$ cat src/rtl/core/fcdma_pkg.sv
// Package for the four-channel DMA controller: payload structs, opcodes,
// count masks. No dependencies.
`timescale 1ns / 1ps
`default_nettype none
package fcdma_pkg;

  typedef enum logic [2:0] {
    OP_WR_SRC  = 3'd0,
    OP_WR_DST  = 3'd1,
    OP_WR_CNT  = 3'd2,
    OP_WR_CTL  = 3'd3,
    OP_STEP    = 3'd4
  } op_t;

  localparam logic [1:0] ERR_NONE   = 2'd0;
  localparam logic [1:0] ERR_TIMING = 2'd1;
  localparam logic [1:0] ERR_RPT    = 2'd2;
  localparam logic [1:0] ERR_MODE3  = 2'd3;

  localparam logic [21:0] CNT_MASK_MAIN = 22'h1FFFFF;
  localparam logic [21:0] CNT_FULL_MAIN = 22'h200000;
  localparam logic [21:0] CNT_MASK_CH3  = 22'h00FFFF;
  localparam logic [21:0] CNT_FULL_CH3  = 22'h010000;
  localparam logic [21:0] CNT_MASK_LOW  = 22'h003FFF;
  localparam logic [21:0] CNT_FULL_LOW  = 22'h004000;
  localparam logic [15:0] CTL_MASK      = 16'hFFE0;

  typedef struct packed {
    logic [2:0]  operation;
    logic [1:0]  channel;
    logic [31:0] value;
  } in_item_t;

  typedef struct packed {
    logic        copy_valid;
    logic [31:0] source_address;
    logic [31:0] dest_address;
    logic        unit_is_word;
    logic [1:0]  active_channel;
    logic        channel_finished;
    logic [3:0]  armed_mask;
    logic [1:0]  error_code;
  } out_item_t;

  // Classified command passed from front to back
  typedef struct packed {
    logic [2:0]  op;
    logic [1:0]  ch;
    logic [31:0] data;
  } cmd_t;

endpackage
`default_nettype wire

$ cat src/rtl/core/four_channel_dma_controller_unit.sv
// Four-channel DMA controller. Channels: in_ (push/full) takes register
// writes and step commands; out_ (pop/empty) gives one result beat per
// input beat, in order; cfg_ writes cpu_variant (1 = 21-bit counts, 0 = 14/16-bit
// counts), which the user must do only while idle; the block does not enforce it.
// An accepted input beat passes through the front queue, then the back-end
// result buffer, before its result is on the out_ ports and can be popped.
// Throughput: one beat per cycle unless the reader stalls; the back end
// finishes each command with at most one add or subtract per address.
// Reset (rst_n low, synchronous) clears all channel registers, disarms all
// channels and sets cpu_variant to 1.
// When the reader stalls, the two-entry result buffer fills, then the
// two-entry command queue, then full rises; nothing is lost.
// Depends on fcdma_pkg, fcdma_front, fcdma_back.
`timescale 1ns / 1ps
`default_nettype none
module four_channel_dma_controller_unit #(
  parameter int NUM_CHANNELS = 4
) (
  input  wire                   clk,
  input  wire                   rst_n,
  input  wire                   cfg_we,
  input  wire                   cfg_data,
  input  wire                   push,
  output logic                  full,
  input  fcdma_pkg::in_item_t   in_item,
  output logic                  empty,
  input  wire                   pop,
  output fcdma_pkg::out_item_t  out_item
);
  import fcdma_pkg::*;

  logic cpu_variant_r;
  logic cmd_valid, cmd_take;
  cmd_t cmd;

  // config register
  always_ff @(posedge clk) begin
    if (!rst_n) cpu_variant_r <= 1'b1;
    else if (cfg_we) cpu_variant_r <= cfg_data;
  end

  fcdma_front u_front (
    .clk(clk), .rst_n(rst_n), .cpu_variant(cpu_variant_r),
    .in_push(push), .in_full(full), .in_item(in_item),
    .cmd_valid(cmd_valid), .cmd_take(cmd_take), .cmd(cmd)
  );

  fcdma_back #(.NUM_CHANNELS(NUM_CHANNELS)) u_back (
    .clk(clk), .rst_n(rst_n), .cmd_valid(cmd_valid), .cmd_take(cmd_take),
    .cmd(cmd), .out_empty(empty), .out_pop(pop), .out_item(out_item)
  );
endmodule
`default_nettype wire

$ cat src/rtl/core/fcdma_front.sv
// Front end: accepts input beats, prepares count values, queues commands.
// Depends on fcdma_pkg.
`timescale 1ns / 1ps
`default_nettype none
module fcdma_front (
  input  wire                  clk,
  input  wire                  rst_n,
  input  wire                  cpu_variant,
  input  wire                  in_push,
  output logic                 in_full,
  input  fcdma_pkg::in_item_t  in_item,
  output logic                 cmd_valid,
  input  wire                  cmd_take,
  output fcdma_pkg::cmd_t      cmd
);
  import fcdma_pkg::*;

  // two-entry command queue
  cmd_t       q_r [2];
  logic       wp_r, rp_r;
  logic [1:0] cnt_r;
  logic       push_ok, take_ok;
  cmd_t       cin;
  logic [21:0] cmask, cfull, cm;

  assign in_full   = (cnt_r == 2'd2);
  assign push_ok   = in_push && !in_full;
  assign cmd_valid = (cnt_r != 2'd0);
  assign take_ok   = cmd_take && cmd_valid;
  assign cmd       = q_r[rp_r];

  // count masking done here so the back end sees final values
  always_comb begin
    if (cpu_variant) begin
      cmask = CNT_MASK_MAIN; cfull = CNT_FULL_MAIN;
    end else if (in_item.channel == 2'd3) begin
      cmask = CNT_MASK_CH3;  cfull = CNT_FULL_CH3;
    end else begin
      cmask = CNT_MASK_LOW;  cfull = CNT_FULL_LOW;
    end
    cm = in_item.value[21:0] & cmask;
    cin.op = in_item.operation;
    cin.ch = in_item.channel;
    cin.data = in_item.value;
    if (in_item.operation == OP_WR_CNT) begin
      cin.data = {10'd0, (cm == 22'd0) ? cfull : cm};
    end
  end

  always_ff @(posedge clk) begin
    if (push_ok) q_r[wp_r] <= cin;
    if (!rst_n) begin
      wp_r <= 1'b0; rp_r <= 1'b0; cnt_r <= 2'd0;
    end else begin
      if (push_ok) wp_r <= ~wp_r;
      if (take_ok) rp_r <= ~rp_r;
      cnt_r <= cnt_r + {1'b0, push_ok} - {1'b0, take_ok};
    end
  end

  a_no_over: assert property (@(posedge clk) disable iff (!rst_n)
    cnt_r <= 2'd2) else $error("queue overflow");
  a_full_hold: assert property (@(posedge clk) disable iff (!rst_n)
    (in_full && !take_ok) |=> in_full) else $error("full dropped");
  a_take: assert property (@(posedge clk) disable iff (!rst_n)
    (cnt_r == 2'd1 && take_ok && !push_ok) |=> !cmd_valid) else $error("take count");
endmodule
`default_nettype wire

$ cat src/rtl/core/fcdma_back.sv
// Back end: channel registers, arbitration, address stepping, result queue.
// Depends on fcdma_pkg.
`timescale 1ns / 1ps
`default_nettype none
module fcdma_back #(
  parameter int NUM_CHANNELS = 4
) (
  input  wire                   clk,
  input  wire                   rst_n,
  input  wire                   cmd_valid,
  output logic                  cmd_take,
  input  fcdma_pkg::cmd_t       cmd,
  output logic                  out_empty,
  input  wire                   out_pop,
  output fcdma_pkg::out_item_t  out_item
);
  import fcdma_pkg::*;

  logic [31:0] src_r [NUM_CHANNELS];
  logic [31:0] dst_r [NUM_CHANNELS];
  logic [21:0] cnt_r [NUM_CHANNELS];
  logic [15:0] ctl_r [NUM_CHANNELS];
  logic [31:0] lsrc_r [NUM_CHANNELS];
  logic [31:0] ldst_r [NUM_CHANNELS];
  logic [21:0] lrem_r [NUM_CHANNELS];
  logic [NUM_CHANNELS-1:0] armed_r, armed_nxt;

  // output buffer of two entries so a stalled reader does not block work
  out_item_t ob_r [2];
  logic       owp_r, orp_r;
  logic [1:0] ocnt_r;
  logic       do_cmd, pop_ok;
  out_item_t  res;

  localparam int CW = (NUM_CHANNELS > 1) ? $clog2(NUM_CHANNELS) : 1;
  logic [CW-1:0] sel, wch;
  logic          any, ch_ok;
  logic [15:0]   ctl;
  logic [1:0]    smode, dmode;
  logic [31:0]   unit;
  logic [21:0]   rem_dec;

  assign pop_ok    = out_pop && !out_empty;
  assign out_empty = (ocnt_r == 2'd0);
  assign out_item  = ob_r[orp_r];
  assign cmd_take  = (ocnt_r != 2'd2) || pop_ok;
  assign do_cmd    = cmd_valid && cmd_take;
  assign wch       = cmd.ch[CW-1:0];
  assign ch_ok     = ({30'd0, cmd.ch} < NUM_CHANNELS);

  // lowest armed channel
  always_comb begin
    sel = '0;
    any = 1'b0;
    for (int i = NUM_CHANNELS - 1; i >= 0; i--) begin
      if (armed_r[i]) begin
        sel = CW'(i);
        any = 1'b1;
      end
    end
  end

  assign ctl     = ctl_r[sel];
  assign dmode   = ctl[6:5];
  assign smode   = ctl[8:7];
  assign unit    = ctl[10] ? 32'd4 : 32'd2;
  assign rem_dec = lrem_r[sel] - 22'd1;

  // result of the current command
  always_comb begin
    res = '0;
    armed_nxt = armed_r;
    if (cmd.op == OP_WR_CTL && ch_ok) begin
      if (!ctl_r[wch][15] && cmd.data[15]) begin
        if (cmd.data[13:11] == 3'd0) armed_nxt[wch] = 1'b1;
        else res.error_code = ERR_TIMING;
      end
    end else if (cmd.op == OP_STEP && any) begin
      res.active_channel = 2'(sel);
      if (ctl[9] || ctl[14]) res.error_code = ERR_RPT;
      else if (dmode == 2'd3 || smode == 2'd3) res.error_code = ERR_MODE3;
      if (lrem_r[sel] == 22'd0) begin
        armed_nxt[sel] = 1'b0;
        res.channel_finished = 1'b1;
      end else begin
        res.copy_valid = 1'b1;
        res.unit_is_word = ctl[10];
        res.source_address = lsrc_r[sel];
        res.dest_address = ldst_r[sel];
        if (rem_dec == 22'd0) begin
          armed_nxt[sel] = 1'b0;
          res.channel_finished = 1'b1;
        end
      end
    end
    res.armed_mask = 4'(armed_nxt);
  end

  always_ff @(posedge clk) begin
    if (!rst_n) begin
      armed_r <= '0; owp_r <= 1'b0; orp_r <= 1'b0; ocnt_r <= 2'd0;
      for (int i = 0; i < NUM_CHANNELS; i++) begin
        src_r[i] <= '0; dst_r[i] <= '0; cnt_r[i] <= '0; ctl_r[i] <= '0;
        lsrc_r[i] <= '0; ldst_r[i] <= '0; lrem_r[i] <= '0;
      end
    end else begin
      if (pop_ok) orp_r <= ~orp_r;
      ocnt_r <= ocnt_r + {1'b0, do_cmd} - {1'b0, pop_ok};
      if (do_cmd) begin
        ob_r[owp_r] <= res;
        owp_r <= ~owp_r;
        armed_r <= armed_nxt;
        if (ch_ok) begin
          case (cmd.op)
            OP_WR_SRC: src_r[wch] <= cmd.data;
            OP_WR_DST: dst_r[wch] <= cmd.data;
            OP_WR_CNT: cnt_r[wch] <= cmd.data[21:0];
            OP_WR_CTL: begin
              ctl_r[wch] <= cmd.data[15:0] & CTL_MASK;
              if (!ctl_r[wch][15] && cmd.data[15]) begin
                lsrc_r[wch] <= src_r[wch];
                ldst_r[wch] <= dst_r[wch];
                lrem_r[wch] <= cnt_r[wch];
              end
            end
            default: ;
          endcase
        end
        // address stepping for the served channel
        if (cmd.op == OP_STEP && any && lrem_r[sel] != 22'd0) begin
          case (smode)
            2'd0: lsrc_r[sel] <= lsrc_r[sel] + unit;
            2'd1: lsrc_r[sel] <= lsrc_r[sel] - unit;
            default: ;
          endcase
          case (dmode)
            2'd0: ldst_r[sel] <= ldst_r[sel] + unit;
            2'd1: ldst_r[sel] <= ldst_r[sel] - unit;
            default: ;
          endcase
          lrem_r[sel] <= rem_dec;
        end
      end
    end
  end

  a_obuf: assert property (@(posedge clk) disable iff (!rst_n)
    ocnt_r <= 2'd2) else $error("result overflow");
  a_copy_arm: assert property (@(posedge clk) disable iff (!rst_n)
    (do_cmd && res.copy_valid) |-> armed_r[sel]) else $error("copy unarmed");
  a_fin: assert property (@(posedge clk) disable iff (!rst_n)
    (do_cmd && res.channel_finished) |=> !armed_r[$past(sel)]) else $error("fin armed");
endmodule
`default_nettype wire

$ cat config.mk
export PLATFORM = sky130hd
export DESIGN_NAME = four_channel_dma_controller_unit
export DESIGN_NICKNAME = d
export VERILOG_FILES = /design/src/rtl/core/fcdma_pkg.sv /design/src/rtl/core/four_channel_dma_controller_unit.sv /design/src/rtl/core/fcdma_front.sv /design/src/rtl/core/fcdma_back.sv
export SDC_FILE = /design/constraint.sdc
export NUM_CORES = 2
export LEC_CHECK = 0
export BUFFER_PORTS_ARGS = -buffer_cell sky130_fd_sc_hd__buf_2
export CORE_MARGIN = 2
export CORE_UTILIZATION = 30
export CTS_CLUSTER_SIZE = 10
export DETAILED_ROUTE_END_ITERATION = 10
export RECOVER_POWER = 50
export SLEW_MARGIN = 30
export SYNTH_ARGS = -nofsm -noshare
export SYNTH_HDL_FRONTEND = slang
export SYNTH_SLANG_ARGS = --single-unit
$ cat constraint.sdc
create_clock -name clk -period 11.2 [get_ports clk]
set_input_delay 0 -clock clk [delete_from_list [all_inputs] [get_ports clk]]
set_output_delay 0 -clock clk [all_outputs]
set_load 0.01 [all_outputs]
# == Word-level counts from Yosys, hierarchy flattened ==
# Memory sizes are Yosys's and may differ from the RTL's. A register that Yosys moved wholly into a read port is not among the register bits.
# Index checks and enable logic that the tools add are counted.
# W data, S select, Z words.
# totals
mem_count,9
regBits,13
out_inout_bits,77
wordCells,209
ram_bits,956
in_bits,43
# mem_list
memory,depth,word_bits,read_ports,rd_clocked_by_memory_dff,wr,line_no,rtl
u_back.ob_r,2,75,1,1,1,fcdma_back.sv:29,out_item_t ob_r [2];
u_back.dst_r,4,32,1,0,4,fcdma_back.sv:20,logic [31:0] dst_r [NUM_CHANNELS];
u_back.ldst_r,4,32,1,0,4,fcdma_back.sv:24,logic [31:0] ldst_r [NUM_CHANNELS];
u_back.lsrc_r,4,32,1,0,4,fcdma_back.sv:23,logic [31:0] lsrc_r [NUM_CHANNELS];
u_back.src_r,4,32,1,0,4,fcdma_back.sv:19,logic [31:0] src_r [NUM_CHANNELS];
u_back.cnt_r,4,22,1,0,4,fcdma_back.sv:21,logic [21:0] cnt_r [NUM_CHANNELS];
+3 memories,--,--,--,--,--,--,
# classes
mux,123
n_reduce_logical,34
addsub,9
n_bitwise,10
n_eq_ne,12
magnitude_cmp,4
# ops
cell,n
$mux W32,9
$reduce_or A32 Y1,6
$mux W69,2
$mux W22,6
$mux W1,74
$logic_not A22 Y1,3
$mux W66,1
$reduce_or A22 Y1,3
$add A32 B32 Y32,2
$sub A32 B32 Y32,2
$mux W2,19
$mux W4,6
$and A22 B22 Y22,1
$reduce_bool A22 Y1,1
$sub A22 B1 Y22 const B,1
$mux W17,1
$mux W16,1
$mux W11,1
$reduce_or A11 Y1,1
$eq A3 B2 Y1 const B,3
$eq A2 B2 Y1 const B,4
$logic_and A1 B1 Y1,8
$logic_not A2 Y1,3
$logic_not A3 Y1,2
other kinds (18),32

# == Logic depth before layout (Yosys ltp) ==
# logic_depth
ltp_word,14
depth_mapped,27
depth_no_buf,22

# == Cells and area by module ==
# A second synthesis with hierarchy kept.
# unflattened
hier_cells,3654
area_unflattened_um2,45501.1
# modules_own_cells
mod,seq_area_each_um2,n_inst,area_per_inst_um2,cells_per_inst
fcdma_back,26305.2,1,42266.8,3459
fcdma_front,2322.2,1,3200.6,192
four_channel_dma_controller_unit,20.0,1,33.8,3

# == Worst setup path after synthesis ==
# OpenSTA, ideal clock, no wires.
# synth_timing
path_kind,register -> register
from,reg u_back.armed_r[0]
to,"mem u_back.ldst_r[1][27], data pin"
path_stages_with_launch,26
required_ps,10922
path_slack_ps,5635
t_arrival_ps,5287
setup_ps,278
path_buffers,7
period_less_slack_ps,5565
cell_sequence,dfxtp_1 > buf_2 > buf_2 > buf_2 > buf_2 > clkbuf_1 > nor2_1 > a21oi_1 > ha_1 > and4b_1 > nor2b_1 > and4_1 > a21o_1 > buf_6 > buf_2 > nor2_1 > ha_1 > o21ai_0 > nand2b_1 > or4_1 > or2_4 > or4b_1 > o21ai_2 > xor2_1 > a2bb2oi_2 > nor2_1
# synth_lines
element,line_no,rtl
start: declaration,fcdma_back.sv:26,"logic [NUM_CHANNELS-1:0] armed_r, armed_nxt;"
start signal: assignment,fcdma_back.sv:112,armed_r <= armed_nxt;
end: declaration,fcdma_back.sv:24,

==> flow_summary.json <==
{
  "status": "finished with violations",
  "failed_checks": "capacitance limit, slew limit",
  "cp.arrival_ns": 9.19,
  "start_util": 0.302,
  "num_io_pins": 120,
  "ys_async_sr_fraction": 0,
  "core_um2": 150000,
  "ys_warn_count": 0,
  "max_stage_delay_ns": 1.96,
  "fin_crit_ns": 8.81,
  "required_ns": 11.58,
  "synth_area_leaders": "edfxtp_1, nor2_1, mux4_2",
  "clkSlewWorstSetupHoldPaths_ns": 0.06,
  "critical_path_buf_inv_count": 4,
  "vias": 30700,
  "syn_avg_cell_area_um2": 12.5,
  "powerDensity_nw_per_um2": 180,
  "cpLargestDelayFamily": "buffers and inverters",
  "root_buffer": "clkbuf_16",
  "synth_cells": 3638,
  "cts_resized": 0,
  "seq_area_um2": 28700,
  "cts_tree": "built",
  "max_freq_ghz": 0.113,
  "dp_hpwl_um": 90200,
  "path_max_fanout": 53,
  "netlist.area_leader.share": 0.626,
  "final.period_utilization": 0.787,
  "critPathMostFrequentCell": "clkbuf_1",
  "synth_top_family_by_area": "simple AND/OR/NAND/NOR gates",
  "drv_cap": 22,
  "regToRegEndpoint": "u_back.dst_r[1][7]",
  "final_net_count": 3852,
  "synth_compound_area_frac": 0.0841,
  "crit_slowest_cell": "clkbuf_1",
  "drtIter0Drc": 3638,
  "grt_pass1_vias": 29882,
  "leakage_nw": 18.4,
  "routed_via_density": 5.23,
  "endpoint": "u_back.dst_r[1][7]",
  "reg2reg_slack_ns": 2.39,
  "grt_overflow": 0,
  "fillers": 14819,
  "hold_violations": 0,
  "clk_latency_ns": 0.74,
  "multi_input_area_um2": 15400,
  "die-area_um2": 154000,
  "total_power_mw": 9.33,
  "fin_skew_ns": 0.0680,
  "cts_sinks": 959,
  "antenna_found_initial": 8,
  "synth_commonest_cells": "edfxtp_1, nor2_1, nand2_1, and2_1, o21ai_0",
  "synthXorXnorAreaFrac": 0.0218,
  "syn_nets": 3693,
  "critPathCaptureType": "register",
  "synth.cell_area_um2": 45300,
  "synthAdderAreaFrac": 0.00331,
  "htreeDepth": 3,
  "fp.dieW_um": 393,
  "drive_above_1_share": 0.132,
  "grt_first_pass_wirelength_um": 201000,
  "cp.depth": 7,
  "final_antenna_net_count": 0,
  "fin_setup_tns_ns": 0,
  "hold_ws_ns": 0.0156,
  "crit_type": "register to register",
  "hold_class": "input pin to register",
  "startpoint_type": "register",
  "final_util": 0.346,
  "finalMaxSlewViolations": 794,
  "cts_setup_buffers": 0,
  "rsz0062_at_grt": "false",
  "dr.pass1.iters": 6,
  "die_h_um": 393,
  "drc": 0,
  "peakVddDrop_v": 0.000152,
  "yosys_most_used_dff": "edfxtp_1",
  "synth_mux_area_frac": 0.0763,
  "fin_ws_ns": 2.39,
  "yosysUniqueCellTypes": 107,
  "synthSimpleGateAreaFrac": 0.149,
  "grt.total_usage": 0.176,
  "slew_headroom": -1.56,
  "avgRoutedWirePerCell_um": 23.5,
  "clk_path_buf_depth": 3,
  "portBuffers": 119,
  "synth_largest_area_cell": "edfxtp_1",
  "area_growth_pct": 14.7,
  "grt_max_degree": 68,
  "fp-row-count": 142,
  "worstPathCellList": "clkbuf_1 -> mux2i_2 -> clkbuf_1 -> nand2_1 -> clkbuf_1 -> o21ai_4 -> buf_4",
  "seq_area_frac_synth": 0.632,
  "synth_edf_count": 944,
  "tightest_slew_ns": 3.79,
  "synth_seq_cells": 959,
  "pre_cts_slack_ns": 4.11,
  "cts_buffers": 109,
  "setup_viol": 0,
  "place_congestion": 0.942,
  "synth.most_common_cell": "edfxtp_1",
  "rr_worst_depth": 7,
  "drt_wl_total_um": 138000
}
-- flip-flops by register name, indices dropped and copies added, names as in the netlist, 2 cells and up, named ones only --
name and flops:
u_back.armed_r 4, u_back.cnt_r 88, u_back.ctl_r 32, u_back.dst_r 128
u_back.ldst_r 128, u_back.lrem_r 88, u_back.lsrc_r 128, u_back.ob_r 150
u_back.ocnt_r 2, u_back.src_r 128, u_front.cnt_r 2, u_front.q_r 74
-- worst reg2reg max path, delay by kind of cell, from the launching register on --
family	cells	cell delay, ns
flip-flops	1	0.31
AND/OR/NAND/NOR	1	1.86
multiplexers	1	0.40
AO/OA/AOI/OAI	1	1.01
buffers and inverters	4	4.87
-- stage by stage --
| step | cell area, um2 | cells |
|---|---|---|
| after floorplan | 45300 | 3638 |
| after global placement | 48500 | 5644 |
| after detailed placement | 48500 | 5644 |
| after CTS | 52200 | 5865 |
| after global routing | 51900 | 5868 |
| final | 52000 | 5869 |
-- logic make-up after synthesis --
family / count (synthesis)
multiplexers: 232
adder cells (fa/ha/maj): 12
flip-flops: 959
AO/OA/AOI/OAI: 558
AND/OR/NAND/NOR: 1406
buffers and inverters: 358
XOR/XNOR: 113
-- layout by cell type, fill, tap and decap left out, drive strengths merged, types with 35 or more instances in the layout --
master and n:
clkbuf 253, nor2 488, dlygate4sd3 55, inv 129
mux2i 35, nand2 352, mux2 118, a21oi 77
and3 42, buf 123, mux4 79, and2 174
nor2b 44, o21ai 176, nand3 55, edfxtp 944
nor3 75, xnor2 85, o22ai 38
-- layer usage --
layer / vias to the layer above / global-route usage / wire length, um
met5: - / 0 / 0
met4: 0 / 0.0562 / 4430
met3: 250 / 0.0414 / 12900
met2: 1444 / 0.267 / 61200
met1: 15298 / 0.246 / 59700
li1: 13708 / - / -
-- cell type report --
type | count | area share
well taps | 2016 | 0.0486
multi-input cells | 2321 | 0.296
repair buffers | 277 | 0.0335
clock buffers | 154 | 0.0565
clock inverters | 12 | 0.00431
diodes | 1 | 0.0000482
flip-flops and latches | 959 | 0.552
inverters | 129 | 0.00932
-- power by group --
group          switching, mW  internal, mW
sequential            0.0870          4.29
clock                   1.41          1.85
combinational           1.16         0.535
-- worst min path at each step --
stage                startpoint                 end  slack [ns]  depth (start not counted)
CTS                  in_item[9]   u_front.q_r[0][9]      0.0009                          2
floorplan           in_item[32]  u_front.q_r[0][32]         0.1                          0
global placement     in_item[2]   u_front.q_r[0][2]        0.20                          1
finish                    rst_n   u_back.armed_r[1]        0.02                          3
global route              rst_n   u_back.armed_r[1]      -0.007                          3
detailed placement   in_item[2]   u_front.q_r[1][2]        0.21                          1
-- what timing repair did --
item / CTS / global route
hold buffers: 55 / 0
endpoints found under the hold margin: 120 / 0
setup endpoints to repair: 0 / 0
Power figures use the tool's default switching activity.
